[src/hdl/pdre_pkg.sv]
// ----------------------------------------------------------------------------
// pdre_pkg
// shared types, register indexes, reset values and the rate threshold table
// ----------------------------------------------------------------------------
`default_nettype none

package pdre_pkg;

    localparam int CFG_IDX_W = 8;

    localparam logic [CFG_IDX_W-1:0] REG_PACKET_SIZE    = 8'd0;
    localparam logic [CFG_IDX_W-1:0] REG_RANGE_WIDTH    = 8'd1;
    localparam logic [CFG_IDX_W-1:0] REG_SENTINEL_DELAY = 8'd2;
    localparam logic [CFG_IDX_W-1:0] REG_MIN_WINDOW     = 8'd3;

    localparam logic [15:0] PACKET_SIZE_RST = 16'd1500;
    localparam logic [15:0] RANGE_WIDTH_RST = 16'd50;
    localparam logic [31:0] SENTINEL_RST    = 32'hFFFF_FFFF;
    localparam logic [4:0]  MIN_WINDOW_RST  = 5'd4;

    localparam int          DEN_W     = 16;
    localparam int          GROW_STEP = 2;
    localparam logic [15:0] EST_MAX   = 16'hFFFF;
    localparam logic [2:0]  RATE_TOP  = 3'd7;

    localparam logic [7:0] RATE_BOUND [7] = '{8'd38, 8'd53, 8'd78, 8'd105,
                                              8'd150, 8'd210, 8'd255};

    typedef enum logic [2:0] {
        EV_STORED = 3'd0,
        EV_GROWN  = 3'd1,
        EV_RETRY  = 3'd2,
        EV_RESET  = 3'd3,
        EV_RATE   = 3'd4
    } event_t;

    typedef struct packed {
        logic wr_en;
        logic clear;
    } st_ctl_t;

    function automatic logic [2:0] rate_of_quotient(input logic [15:0] q);
        logic [2:0] code;
        int k;
        code = RATE_TOP;
        for (k = 6; k >= 0; k--) begin
            if (q < {8'd0, RATE_BOUND[k]}) begin
                code = 3'(k);
            end
        end
        return code;
    endfunction

endpackage

`default_nettype wire

[src/hdl/pdre_store.sv]
// ----------------------------------------------------------------------------
// pdre_store
// sorted delay store: one write port, one registered read port, per-entry
// valid bits, so a clear resets all at once and empty entries read as the fill
// ----------------------------------------------------------------------------
`default_nettype none

module pdre_store #(
    parameter int   DEPTH = 16,
    parameter int   DW    = 32,
    localparam int  AW    = $clog2(DEPTH)
) (
    input  wire logic              aclk,
    input  wire logic              aresetn,
    input  wire pdre_pkg::st_ctl_t ctl,
    input  wire logic [AW-1:0]     wr_addr,
    input  wire logic [DW-1:0]     wr_data,
    input  wire logic [DW-1:0]     clear_value,
    input  wire logic [AW-1:0]     rd_addr,
    output logic [DW-1:0]          rd_data
);
    import pdre_pkg::*;

    logic [DW-1:0]    mem [DEPTH];
    logic [DEPTH-1:0] valid_reg;
    logic [DW-1:0]    fill_reg;
    logic [DW-1:0]    rd_data_reg;
    logic             rd_valid_reg;

    always_ff @(posedge aclk) begin
        if (ctl.wr_en) begin
            mem[wr_addr] <= wr_data;
        end
        rd_data_reg <= mem[rd_addr];
    end

    always_ff @(posedge aclk) begin
        if (!aresetn) begin
            valid_reg    <= '0;
            fill_reg     <= SENTINEL_RST[DW-1:0];
            rd_valid_reg <= 1'b0;
        end else begin
            rd_valid_reg <= valid_reg[rd_addr];
            if (ctl.clear) begin
                valid_reg <= '0;
                fill_reg  <= clear_value;
            end else if (ctl.wr_en) begin
                valid_reg[wr_addr] <= 1'b1;
            end
        end
    end

    assign rd_data = rd_valid_reg ? rd_data_reg : fill_reg;

endmodule

`default_nettype wire

[src/hdl/pdre_div.sv]
// ----------------------------------------------------------------------------
// pdre_div
// radix-2 restoring divider, one quotient bit per cycle, shared by the run
// average and the rate estimate
// ----------------------------------------------------------------------------
`default_nettype none

module pdre_div #(
    parameter int NUM_W = 37
) (
    input  wire logic                         aclk,
    input  wire logic                         aresetn,
    input  wire logic                         start,
    input  wire logic [NUM_W-1:0]             num,
    input  wire logic [pdre_pkg::DEN_W-1:0]   den,
    output logic                              done,
    output logic [NUM_W-1:0]                  quo
);
    import pdre_pkg::*;

    localparam int CW = $clog2(NUM_W + 1);

    logic [NUM_W-1:0] quo_reg;
    logic [DEN_W-1:0] rem_reg;
    logic [DEN_W-1:0] den_reg;
    logic [CW-1:0]    cnt_reg;
    logic             busy_reg;
    logic             done_reg;
    logic [DEN_W:0]   shifted;
    logic [DEN_W:0]   trial;

    assign shifted = {rem_reg, quo_reg[NUM_W-1]};
    assign trial   = shifted - {1'b0, den_reg};

    always_ff @(posedge aclk) begin
        if (!aresetn) begin
            busy_reg <= 1'b0;
            done_reg <= 1'b0;
            cnt_reg  <= '0;
        end else begin
            done_reg <= 1'b0;
            if (start) begin
                busy_reg <= 1'b1;
                cnt_reg  <= CW'(NUM_W);
            end else if (busy_reg) begin
                cnt_reg <= cnt_reg - CW'(1);
                if (cnt_reg == CW'(1)) begin
                    busy_reg <= 1'b0;
                    done_reg <= 1'b1;
                end
            end
        end
    end

    always_ff @(posedge aclk) begin
        if (start) begin
            quo_reg <= num;
            rem_reg <= '0;
            den_reg <= den;
        end else if (busy_reg) begin
            if (!trial[DEN_W]) begin
                rem_reg <= trial[DEN_W-1:0];
                quo_reg <= {quo_reg[NUM_W-2:0], 1'b1};
            end else begin
                rem_reg <= shifted[DEN_W-1:0];
                quo_reg <= {quo_reg[NUM_W-2:0], 1'b0};
            end
        end
    end

    assign done = done_reg;
    assign quo  = quo_reg;

endmodule

`default_nettype wire

[src/hdl/pdre_seq.sv]
// ----------------------------------------------------------------------------
// pdre_seq
// sequencer: sorted insert, two-pointer run search, run sum, average and
// rate estimate through the shared divider, result register
// ----------------------------------------------------------------------------
`default_nettype none

module pdre_seq #(
    parameter int  MAX_WINDOW = 16,
    parameter int  DW         = 32,
    localparam int AW         = $clog2(MAX_WINDOW),
    localparam int CNT_W      = $clog2(MAX_WINDOW + 1),
    localparam int SUM_W      = DW + CNT_W
) (
    input  wire logic                       aclk,
    input  wire logic                       aresetn,
    input  wire logic                       s_valid,
    output logic                            s_ready,
    input  wire logic [DW-1:0]              s_delay,
    input  wire logic [15:0]                packet_size,
    input  wire logic [15:0]                range_width,
    input  wire logic [DW-1:0]              sentinel,
    input  wire logic [4:0]                 min_window,
    output pdre_pkg::st_ctl_t               st_ctl,
    output logic [AW-1:0]                   st_wr_addr,
    output logic [DW-1:0]                   st_wr_data,
    output logic [AW-1:0]                   st_rd_addr,
    input  wire logic [DW-1:0]              st_rd_data,
    output logic                            div_start,
    output logic [SUM_W-1:0]                div_num,
    output logic [pdre_pkg::DEN_W-1:0]      div_den,
    input  wire logic                       div_done,
    input  wire logic [SUM_W-1:0]           div_quo,
    output logic                            m_valid,
    input  wire logic                       m_ready,
    output pdre_pkg::event_t                m_event,
    output logic                            m_send,
    output logic [2:0]                      m_rate,
    output logic                            m_known,
    output logic [DW-1:0]                   m_avg
);
    import pdre_pkg::*;

    typedef enum logic [3:0] {
        S_IDLE, S_INS_TOP, S_INS_SHIFT, S_INS_PUT, S_DECIDE, S_BASE_REQ, S_BASE,
        S_EXT, S_EVAL, S_JUDGE, S_SUM, S_AVG_GO, S_AVG_WAIT, S_AVG_CHK,
        S_RATE_WAIT, S_OUT
    } state_t;

    function automatic logic [CNT_W-1:0] lim(input int v);
        return (v > MAX_WINDOW) ? CNT_W'(MAX_WINDOW) : CNT_W'(v);
    endfunction

    localparam logic [CNT_W-1:0] WIN_RST = lim(int'(MIN_WINDOW_RST) + 1);
    localparam logic [CNT_W-1:0] WIN_MAX = CNT_W'(MAX_WINDOW);

    state_t           state_reg;
    logic [DW-1:0]    d_reg;
    logic [AW-1:0]    j_reg;
    logic [CNT_W-1:0] count_reg;
    logic [CNT_W-1:0] win_reg;
    logic             retry_reg;
    logic [2:0]       rate_reg;
    logic             known_reg;
    logic [CNT_W-1:0] i_reg;
    logic [CNT_W-1:0] e_reg;
    logic [CNT_W-1:0] best_reg;
    logic [CNT_W-1:0] bpos_reg;
    logic [CNT_W-1:0] k_reg;
    logic [DW-1:0]    base_reg;
    logic [SUM_W-1:0] acc_reg;
    logic [DW-1:0]    avg_reg;
    event_t           ev_reg;
    logic             send_reg;
    logic [DW-1:0]    avg_out_reg;
    logic             m_valid_reg;
    event_t           m_event_reg;
    logic             m_send_reg;
    logic [2:0]       m_rate_reg;
    logic             m_known_reg;
    logic [DW-1:0]    m_avg_reg;

    logic [AW-1:0]    last_idx;
    logic [CNT_W-1:0] count_inc;
    logic [CNT_W-1:0] win_min;
    logic [CNT_W-1:0] win_min1;
    logic [CNT_W-1:0] win_grow;
    logic             d_below;
    logic             in_range;
    logic [CNT_W-1:0] run_len;
    logic [CNT_W-1:0] sum_end;
    logic [CNT_W-1:0] e_plus;
    logic [CNT_W-1:0] i_plus;
    logic [CNT_W-1:0] k_plus;
    logic [15:0]      est;
    logic             avg_is_sent;

    assign last_idx  = (count_reg > CNT_W'(MAX_WINDOW - 1)) ? AW'(MAX_WINDOW - 1)
                                                             : count_reg[AW-1:0];
    assign count_inc = (count_reg < WIN_MAX) ? count_reg + CNT_W'(1) : count_reg;
    assign win_min   = lim(int'(min_window));
    assign win_min1  = lim(int'(min_window) + 1);
    assign win_grow  = lim(int'(win_reg) + GROW_STEP);
    assign d_below   = d_reg < st_rd_data;
    assign in_range  = (st_rd_data - base_reg) <= DW'(range_width);
    assign run_len   = e_reg - i_reg - CNT_W'(1);
    assign sum_end   = bpos_reg + best_reg;
    assign e_plus    = e_reg + CNT_W'(1);
    assign i_plus    = i_reg + CNT_W'(1);
    assign k_plus    = k_reg + CNT_W'(1);
    assign est       = (avg_reg > DW'(EST_MAX)) ? EST_MAX : avg_reg[15:0];
    assign avg_is_sent = avg_reg == sentinel;

    // store and divider control
    always_comb begin
        st_ctl     = '0;
        st_wr_addr = j_reg;
        st_wr_data = d_reg;
        st_rd_addr = last_idx;
        div_start  = 1'b0;
        div_num    = acc_reg;
        div_den    = DEN_W'(best_reg) + DEN_W'(1);
        case (state_reg)
            S_INS_TOP: begin
                st_rd_addr   = j_reg - AW'(1);
                st_ctl.wr_en = d_below && (j_reg == '0);
            end
            S_INS_SHIFT: begin
                st_rd_addr   = j_reg - AW'(2);
                st_ctl.wr_en = 1'b1;
                st_wr_data   = d_below ? st_rd_data : d_reg;
            end
            S_INS_PUT: begin
                st_ctl.wr_en = 1'b1;
            end
            S_BASE_REQ: begin
                st_rd_addr = i_reg[AW-1:0];
            end
            S_BASE: begin
                st_rd_addr = e_reg[AW-1:0];
            end
            S_EXT: begin
                st_rd_addr = e_plus[AW-1:0];
            end
            S_JUDGE: begin
                st_rd_addr   = bpos_reg[AW-1:0];
                st_ctl.clear = (best_reg < CNT_W'(2)) && (win_reg == WIN_MAX);
            end
            S_SUM: begin
                st_rd_addr = k_plus[AW-1:0];
            end
            S_AVG_GO: begin
                div_start = 1'b1;
            end
            S_AVG_CHK: begin
                div_num      = SUM_W'(packet_size);
                div_den      = est;
                div_start    = !avg_is_sent && (est != '0);
                st_ctl.clear = avg_is_sent || (est == '0);
            end
            S_RATE_WAIT: begin
                st_ctl.clear = div_done;
            end
            default: ;
        endcase
    end

    always_ff @(posedge aclk) begin
        if (!aresetn) begin
            state_reg   <= S_IDLE;
            count_reg   <= '0;
            win_reg     <= WIN_RST;
            retry_reg   <= 1'b0;
            rate_reg    <= '0;
            known_reg   <= 1'b0;
            m_valid_reg <= 1'b0;
        end else begin
            if (m_valid_reg && m_ready && state_reg != S_OUT) begin
                m_valid_reg <= 1'b0;
            end
            case (state_reg)
                S_IDLE: begin
                    if (s_valid) begin
                        d_reg     <= s_delay;
                        j_reg     <= last_idx;
                        count_reg <= count_inc;
                        state_reg <= S_INS_TOP;
                    end
                end
                S_INS_TOP: begin
                    if (!d_below || j_reg == '0) begin
                        state_reg <= S_DECIDE;
                    end else begin
                        state_reg <= S_INS_SHIFT;
                    end
                end
                S_INS_SHIFT: begin
                    if (d_below) begin
                        j_reg <= j_reg - AW'(1);
                        if (j_reg == AW'(1)) begin
                            state_reg <= S_INS_PUT;
                        end
                    end else begin
                        state_reg <= S_DECIDE;
                    end
                end
                S_INS_PUT: begin
                    state_reg <= S_DECIDE;
                end
                S_DECIDE: begin
                    i_reg    <= '0;
                    e_reg    <= CNT_W'(1);
                    best_reg <= '0;
                    bpos_reg <= '0;
                    if (count_reg >= win_reg) begin
                        state_reg <= (win_reg == '0) ? S_JUDGE : S_BASE_REQ;
                    end else begin
                        ev_reg      <= EV_STORED;
                        send_reg    <= 1'b0;
                        avg_out_reg <= '0;
                        state_reg   <= S_OUT;
                    end
                end
                S_BASE_REQ: begin
                    state_reg <= S_BASE;
                end
                S_BASE: begin
                    base_reg  <= st_rd_data;
                    state_reg <= (e_reg < win_reg) ? S_EXT : S_EVAL;
                end
                S_EXT: begin
                    if (in_range) begin
                        e_reg <= e_plus;
                        if (e_plus >= win_reg) begin
                            state_reg <= S_EVAL;
                        end
                    end else begin
                        state_reg <= S_EVAL;
                    end
                end
                S_EVAL: begin
                    if (run_len > best_reg) begin
                        best_reg <= run_len;
                        bpos_reg <= i_reg;
                    end
                    if (i_plus < win_reg) begin
                        i_reg <= i_plus;
                        if (e_reg == i_plus) begin
                            e_reg <= e_plus;
                        end
                        state_reg <= S_BASE_REQ;
                    end else begin
                        state_reg <= S_JUDGE;
                    end
                end
                S_JUDGE: begin
                    if (best_reg < CNT_W'(2)) begin
                        avg_out_reg <= '0;
                        state_reg   <= S_OUT;
                        if (win_reg == WIN_MAX) begin
                            send_reg  <= 1'b1;
                            count_reg <= '0;
                            if (retry_reg) begin
                                win_reg   <= win_min1;
                                retry_reg <= 1'b0;
                                rate_reg  <= '0;
                                known_reg <= 1'b0;
                                ev_reg    <= EV_RESET;
                            end else begin
                                win_reg   <= win_min;
                                retry_reg <= 1'b1;
                                ev_reg    <= EV_RETRY;
                            end
                        end else begin
                            win_reg  <= win_grow;
                            send_reg <= 1'b0;
                            ev_reg   <= EV_GROWN;
                        end
                    end else begin
                        k_reg     <= bpos_reg;
                        acc_reg   <= '0;
                        state_reg <= S_SUM;
                    end
                end
                S_SUM: begin
                    acc_reg <= acc_reg + SUM_W'(st_rd_data);
                    k_reg   <= k_plus;
                    if (k_reg == sum_end) begin
                        state_reg <= S_AVG_GO;
                    end
                end
                S_AVG_GO: begin
                    state_reg <= S_AVG_WAIT;
                end
                S_AVG_WAIT: begin
                    if (div_done) begin
                        avg_reg   <= div_quo[DW-1:0];
                        state_reg <= S_AVG_CHK;
                    end
                end
                S_AVG_CHK: begin
                    avg_out_reg <= avg_reg;
                    if (avg_is_sent) begin
                        count_reg <= '0;
                        win_reg   <= win_min1;
                        retry_reg <= 1'b0;
                        rate_reg  <= '0;
                        known_reg <= 1'b0;
                        send_reg  <= 1'b0;
                        ev_reg    <= EV_RESET;
                        state_reg <= S_OUT;
                    end else if (est == '0) begin
                        count_reg <= '0;
                        win_reg   <= win_min;
                        retry_reg <= 1'b0;
                        rate_reg  <= RATE_TOP;
                        known_reg <= 1'b1;
                        send_reg  <= 1'b1;
                        ev_reg    <= EV_RATE;
                        state_reg <= S_OUT;
                    end else begin
                        state_reg <= S_RATE_WAIT;
                    end
                end
                S_RATE_WAIT: begin
                    if (div_done) begin
                        count_reg <= '0;
                        win_reg   <= win_min;
                        retry_reg <= 1'b0;
                        rate_reg  <= rate_of_quotient(div_quo[15:0]);
                        known_reg <= 1'b1;
                        send_reg  <= 1'b1;
                        ev_reg    <= EV_RATE;
                        state_reg <= S_OUT;
                    end
                end
                S_OUT: begin
                    if (!m_valid_reg || m_ready) begin
                        m_valid_reg <= 1'b1;
                        m_event_reg <= ev_reg;
                        m_send_reg  <= send_reg;
                        m_rate_reg  <= rate_reg;
                        m_known_reg <= known_reg;
                        m_avg_reg   <= avg_out_reg;
                        state_reg   <= S_IDLE;
                    end
                end
                default: begin
                    state_reg <= S_IDLE;
                end
            endcase
        end
    end

    assign s_ready = state_reg == S_IDLE;
    assign m_valid = m_valid_reg;
    assign m_event = m_event_reg;
    assign m_send  = m_send_reg;
    assign m_rate  = m_rate_reg;
    assign m_known = m_known_reg;
    assign m_avg   = m_avg_reg;

endmodule

`default_nettype wire

[src/hdl/probe_delay_rate_estimator_top.sv]
// ----------------------------------------------------------------------------
// probe_delay_rate_estimator_top
// sequence: a beat that only stores runs the sorted insert (one store access
//   per cycle); a round-closing beat adds the run search, the run sum and
//   up to two divisions in the shared divider
// throughput: one beat at a time, s_ready high only while idle; the next beat
//   is taken only once the result is loaded into the output register, which
//   waits while an earlier result is stalled by m_ready
// reset: config registers to defaults, store reads all-ones at once
// ----------------------------------------------------------------------------
`default_nettype none

module probe_delay_rate_estimator_top #(
    parameter int MAX_WINDOW = 16,
    parameter int DELAY_BITS = 32
) (
    input  wire logic                              aclk,
    input  wire logic                              aresetn,
    input  wire logic                              cfg_valid,
    output logic                                   cfg_ready,
    input  wire logic [pdre_pkg::CFG_IDX_W-1:0]    cfg_index,
    input  wire logic [31:0]                       cfg_data,
    input  wire logic                              s_valid,
    output logic                                   s_ready,
    input  wire logic [31:0]                       s_reported_delay,
    output logic                                   m_valid,
    input  wire logic                              m_ready,
    output logic [2:0]                             m_event_res,
    output logic                                   m_send_info,
    output logic [2:0]                             m_rate_code,
    output logic                                   m_rate_valid,
    output logic [31:0]                            m_average_delay
);
    import pdre_pkg::*;

    localparam int AW    = $clog2(MAX_WINDOW);
    localparam int CNT_W = $clog2(MAX_WINDOW + 1);
    localparam int SUM_W = DELAY_BITS + CNT_W;

    logic [15:0] packet_size_reg;
    logic [15:0] range_width_reg;
    logic [31:0] sentinel_reg;
    logic [4:0]  min_window_reg;

    st_ctl_t                 st_ctl;
    logic [AW-1:0]           st_wr_addr;
    logic [DELAY_BITS-1:0]   st_wr_data;
    logic [AW-1:0]           st_rd_addr;
    logic [DELAY_BITS-1:0]   st_rd_data;
    logic                    div_start;
    logic [SUM_W-1:0]        div_num;
    logic [DEN_W-1:0]        div_den;
    logic                    div_done;
    logic [SUM_W-1:0]        div_quo;
    event_t                  m_event;
    logic [DELAY_BITS-1:0]   m_avg;

    always_ff @(posedge aclk) begin
        if (!aresetn) begin
            packet_size_reg <= PACKET_SIZE_RST;
            range_width_reg <= RANGE_WIDTH_RST;
            sentinel_reg    <= SENTINEL_RST;
            min_window_reg  <= MIN_WINDOW_RST;
        end else if (cfg_valid) begin
            case (cfg_index)
                REG_PACKET_SIZE:    packet_size_reg <= cfg_data[15:0];
                REG_RANGE_WIDTH:    range_width_reg <= cfg_data[15:0];
                REG_SENTINEL_DELAY: sentinel_reg    <= cfg_data;
                REG_MIN_WINDOW:     min_window_reg  <= cfg_data[4:0];
                default: ;
            endcase
        end
    end

    assign cfg_ready = 1'b1;

    pdre_store #(
        .DEPTH (MAX_WINDOW),
        .DW    (DELAY_BITS)
    ) u_store (
        .aclk        (aclk),
        .aresetn     (aresetn),
        .ctl         (st_ctl),
        .wr_addr     (st_wr_addr),
        .wr_data     (st_wr_data),
        .clear_value (sentinel_reg[DELAY_BITS-1:0]),
        .rd_addr     (st_rd_addr),
        .rd_data     (st_rd_data)
    );

    pdre_div #(
        .NUM_W (SUM_W)
    ) u_div (
        .aclk    (aclk),
        .aresetn (aresetn),
        .start   (div_start),
        .num     (div_num),
        .den     (div_den),
        .done    (div_done),
        .quo     (div_quo)
    );

    pdre_seq #(
        .MAX_WINDOW (MAX_WINDOW),
        .DW         (DELAY_BITS)
    ) u_seq (
        .aclk        (aclk),
        .aresetn     (aresetn),
        .s_valid     (s_valid),
        .s_ready     (s_ready),
        .s_delay     (s_reported_delay[DELAY_BITS-1:0]),
        .packet_size (packet_size_reg),
        .range_width (range_width_reg),
        .sentinel    (sentinel_reg[DELAY_BITS-1:0]),
        .min_window  (min_window_reg),
        .st_ctl      (st_ctl),
        .st_wr_addr  (st_wr_addr),
        .st_wr_data  (st_wr_data),
        .st_rd_addr  (st_rd_addr),
        .st_rd_data  (st_rd_data),
        .div_start   (div_start),
        .div_num     (div_num),
        .div_den     (div_den),
        .div_done    (div_done),
        .div_quo     (div_quo),
        .m_valid     (m_valid),
        .m_ready     (m_ready),
        .m_event     (m_event),
        .m_send      (m_send_info),
        .m_rate      (m_rate_code),
        .m_known     (m_rate_valid),
        .m_avg       (m_avg)
    );

    assign m_event_res     = m_event;
    assign m_average_delay = 32'(m_avg);

endmodule

`default_nettype wire

[config.mk]
export PLATFORM = sky130hd
export DESIGN_NAME = probe_delay_rate_estimator_top
export DESIGN_NICKNAME = d
export VERILOG_FILES = /design/src/hdl/pdre_pkg.sv /design/src/hdl/pdre_store.sv /design/src/hdl/pdre_div.sv /design/src/hdl/pdre_seq.sv /design/src/hdl/probe_delay_rate_estimator_top.sv
export SDC_FILE = /design/constraint.sdc
export NUM_CORES = 2
export LEC_CHECK = 0
export BUFFER_PORTS_ARGS = -buffer_cell sky130_fd_sc_hd__buf_2
export CORE_ASPECT_RATIO = 0.9
export CORE_MARGIN = 4
export CORE_UTILIZATION = 40
export CTS_CLUSTER_DIAMETER = 50
export DETAILED_ROUTE_END_ITERATION = 8
export GPL_TIMING_DRIVEN = 0
export PLACE_DENSITY = 0.67
export SLEW_MARGIN = 20
export SYNTH_ARGS = -nofsm -noshare
export SYNTH_HDL_FRONTEND = slang
export SYNTH_SLANG_ARGS = --single-unit
[constraint.sdc]
create_clock -name aclk -period 6.8 [get_ports aclk]
set_input_delay 2.04 -clock aclk [delete_from_list [all_inputs] [get_ports aclk]]
set_output_delay 2.04 -clock aclk [all_outputs]
set_load 0.005 [all_outputs]
==> impl_metrics.yaml <==
global_route:
  grt_start_max_net_pins: 38
  grt_pass1_vias: 31700
  grt_antenna_before_repair: 3
  grt_pass1_wl_um: 203000
  gr-total-overflow: 0
  grt_usage_pct: 22.1
routing:
  dr.pass1.iters: 6
  via_per_inst: 5.78
  ant_nets: 0
  drt-initial-drc-count: 4325
  drc_errors: 0
  wl_um: 139000
  vias: 34200
  routedWlPerCell_um: 23.5
placed_design:
  place.gp.congestion: 0.944
  dp.cells: 5700
  pre_cts_slack_ps: -2160
  port_buffers: 116
  placed_area_mm2: 0.0494
  dp_hpwl_um: 104000
layout:
  stdcell_area_mm2: 0.0534
  multi_input_area_mm2: 0.0169
  area_growth_pct: 15.6
  fin_nets: 4586
  regArea_mm2: 0.0280
  mostFrequentLayoutCell: "edfxtp_1"
  final_cells: 5914
  nFillCells: 10100
  mostFrequentLayoutCells: "edfxtp_1, nand2_1, a21oi_1"
  largest_reg_flops: 512
  drive_gt1_share_pct: 10.3
die:
  dieWidth_um: 366
  core_mm2: 0.114
  die_area_mm2: 0.121
  start_util_pct: 40.5
  ioPinCount: 120
  num_rows: 117
  die_h_um: 330
setup_path:
  cp.required_ps: 7130
  max_stage_delay_ps: 460
  rr_startpoint: "u_store.rd_valid_reg"
  cp_slowest_cell: "dfxtp_2"
  reg2reg_slack_ps: 300
  cp.arrival_ps: 6830
  reg2reg_to: "u_seq.e_reg[0]"
  crit_family: "simple AND/OR/NAND/NOR gates"
  end_kind: "register"
  critPathKind: "reg -> reg"
  cp_num_buf_inv: 3
  start_kind: "register"
  cp_max_fo: 10
  reg2reg_depth: 25
synth:
  synth_area_leaders: "edfxtp_1, dfxtp_1, nand2_1, ha_1, a211oi_1"
  syn_area_per_cell_um2: 11.4
  syn-num-nets: 4309
  synth_area_mm2: 0.0462
  ys.flop_type: "edfxtp_1"
  synth_cells: 4051
  ys_ff_latch: 997
  synth_cell_types: 95
  ys_seq_area_share_pct: 60.6
  synthArstFlopShare_pct: 0
  yosysTopAreaCell: "edfxtp_1"
  synth_top_area_share_pct: 52.2
  ys_warn_count: 0
  synth_edf_count: 803
clock_network:
  htree_num_levels: 3
  cts_tree: "yes"
  cts_buffer_depth: 3
  clock-root-buffer: "clkbuf_16"
  clkTransAtPathRegs_ps: 70
  cts_made_buffers: 109
  ctsHoldBuffers: 0
  cts_sinks: 997
  clk-insertion-delay-late_ps: 740
status:
  status: "complete, no violations"
sta:
  slew_headroom_pct: 28.2
  skew_ps: 88.1
  tns_ps: 0
  finalSetupViolations: 0
  fmax_ghz: 0.154
  timing.final.crit_share_pct: 95.7
  post-route-min-period_ps: 6500
  worstMarginPinSlew_ps: 1070
  hold_viol: 0
  rsz0062_at_grt: "no"
  maxSlewViolCount: 0
  finalWorstSetupSlack_ps: 296
min_path:
  hold_path.class: "reg -> reg"
  min_path_cells: 0
  min-delay-start: "u_seq.avg_out_reg[24]"
  holdPathEnd: "u_seq.m_avg[24]"
pwr:
  powerDensity_mw_per_mm2: 434
  p_leak_nw: 19.4
  vdd_drop_max_mv: 0.301
run:
  drv_cap: 0
cells in the mapped netlist (21+ instances only):
library cell  number
nand2b_1          21
xnor2_1           61
o21ai_0          148
a211oi_1         190
a21oi_1          224
inv_1            170
a311oi_1          71
nor4_1            34
a21o_1            40
and2_0            66
nor2b_1           23
dfxtp_1          194
nor3_1            46
nor2_1           173
nand2_1          673
o21a_1            33
clkbuf_1         174
edfxtp_1         803
ha_1             176
nand4_1           23
buf_2             22
and2_1            98
mux2i_1           88
nand3_1           86
xor2_1            68
a31oi_1           95
and3_1            41
logic make-up (layout without fill, tap and decap cells):
| logic type | count (synthesis) | in the layout | share of synthesized area, % |
|---|---|---|---|
| DFF | 997 | 997 | 60.6 |
| other | 1 | 3 | 0.00812 |
| buffers and inverters | 388 | 762 | 3.24 |
| xor gates and xnor gates | 129 | 129 | 2.45 |
| adders and majority gates | 181 | 181 | 4.99 |
| muxes | 91 | 91 | 1.98 |
| and+or+nand+nor | 1334 | 1334 | 13.3 |
| AOI/OAI and AO/OA | 930 | 930 | 13.4 |
where the power goes:
part | internal (mW) | switching [mW]
logic | 2.70 | 6.55
registers | 7.59 | 0.249
clock network | 3.46 | 2.60
final cells by class:
class                      count  share of cell area, %
timing repair buffer         167                   2.53
clock buffer                 136                   5.49
buffer                       214                   1.61
sequential                   997                   52.5
clock inverter                72                   1.48
multi-input combinational   2666                   31.7
inverter                     173                   1.22
antenna                        2                0.00938
tap                         1487                   3.49
through the flow:
| step | hold slack [ps] | total power [mW] | util [%] |
|---|---|---|---|
| floorplan | 400 | 13.4 | - |
| global placement | 405 | 16.7 | 42.7 |
| detailed placement | 405 | 17.0 | 43.4 |
| CTS | 405 | 23.0 | 46.8 |
| global route | 407 | 24.2 | 46.8 |
| finish | 417 | 23.2 | 46.9 |
how the worst max path moves through the flow:
stage / from / end / slack [ps] / depth (start not counted)
floorplan: aresetn / u_seq.avg_out_reg[0] / 480 / 4
global placement: aresetn / u_seq.acc_reg[14] / -2690 / 4
detailed placement: u_store.rd_valid_reg / u_seq.e_reg[1] / -2160 / 25
CTS: u_store.rd_valid_reg / u_seq.e_reg[4] / 90 / 25
global route: u_store.rd_valid_reg / u_seq.e_reg[4] / 1 / 25
finish: u_store.rd_valid_reg / u_seq.e_reg[0] / 300 / 25
per-layer routing:
layer / global-route usage, % / up-vias / wire (um) / share of wire, %
met1: 33.0 / 16700 / 61900 / 45
met4: 7.07 / 0 / 4570 / 3.3
met2: 32.6 / 1758 / 58600 / 42
met5: 0 / - / 0 / 0
li1: - / 15500 / - / -
met3: 4.13 / 266 / 13600 / 9.8
what timing repair did:
action,CTS,global route
buffers inserted,2,3
setup endpoints to repair,9,6
resized for setup,15,13
pin swaps,1,1
Note: power is estimated with default switching activity, not from simulation.
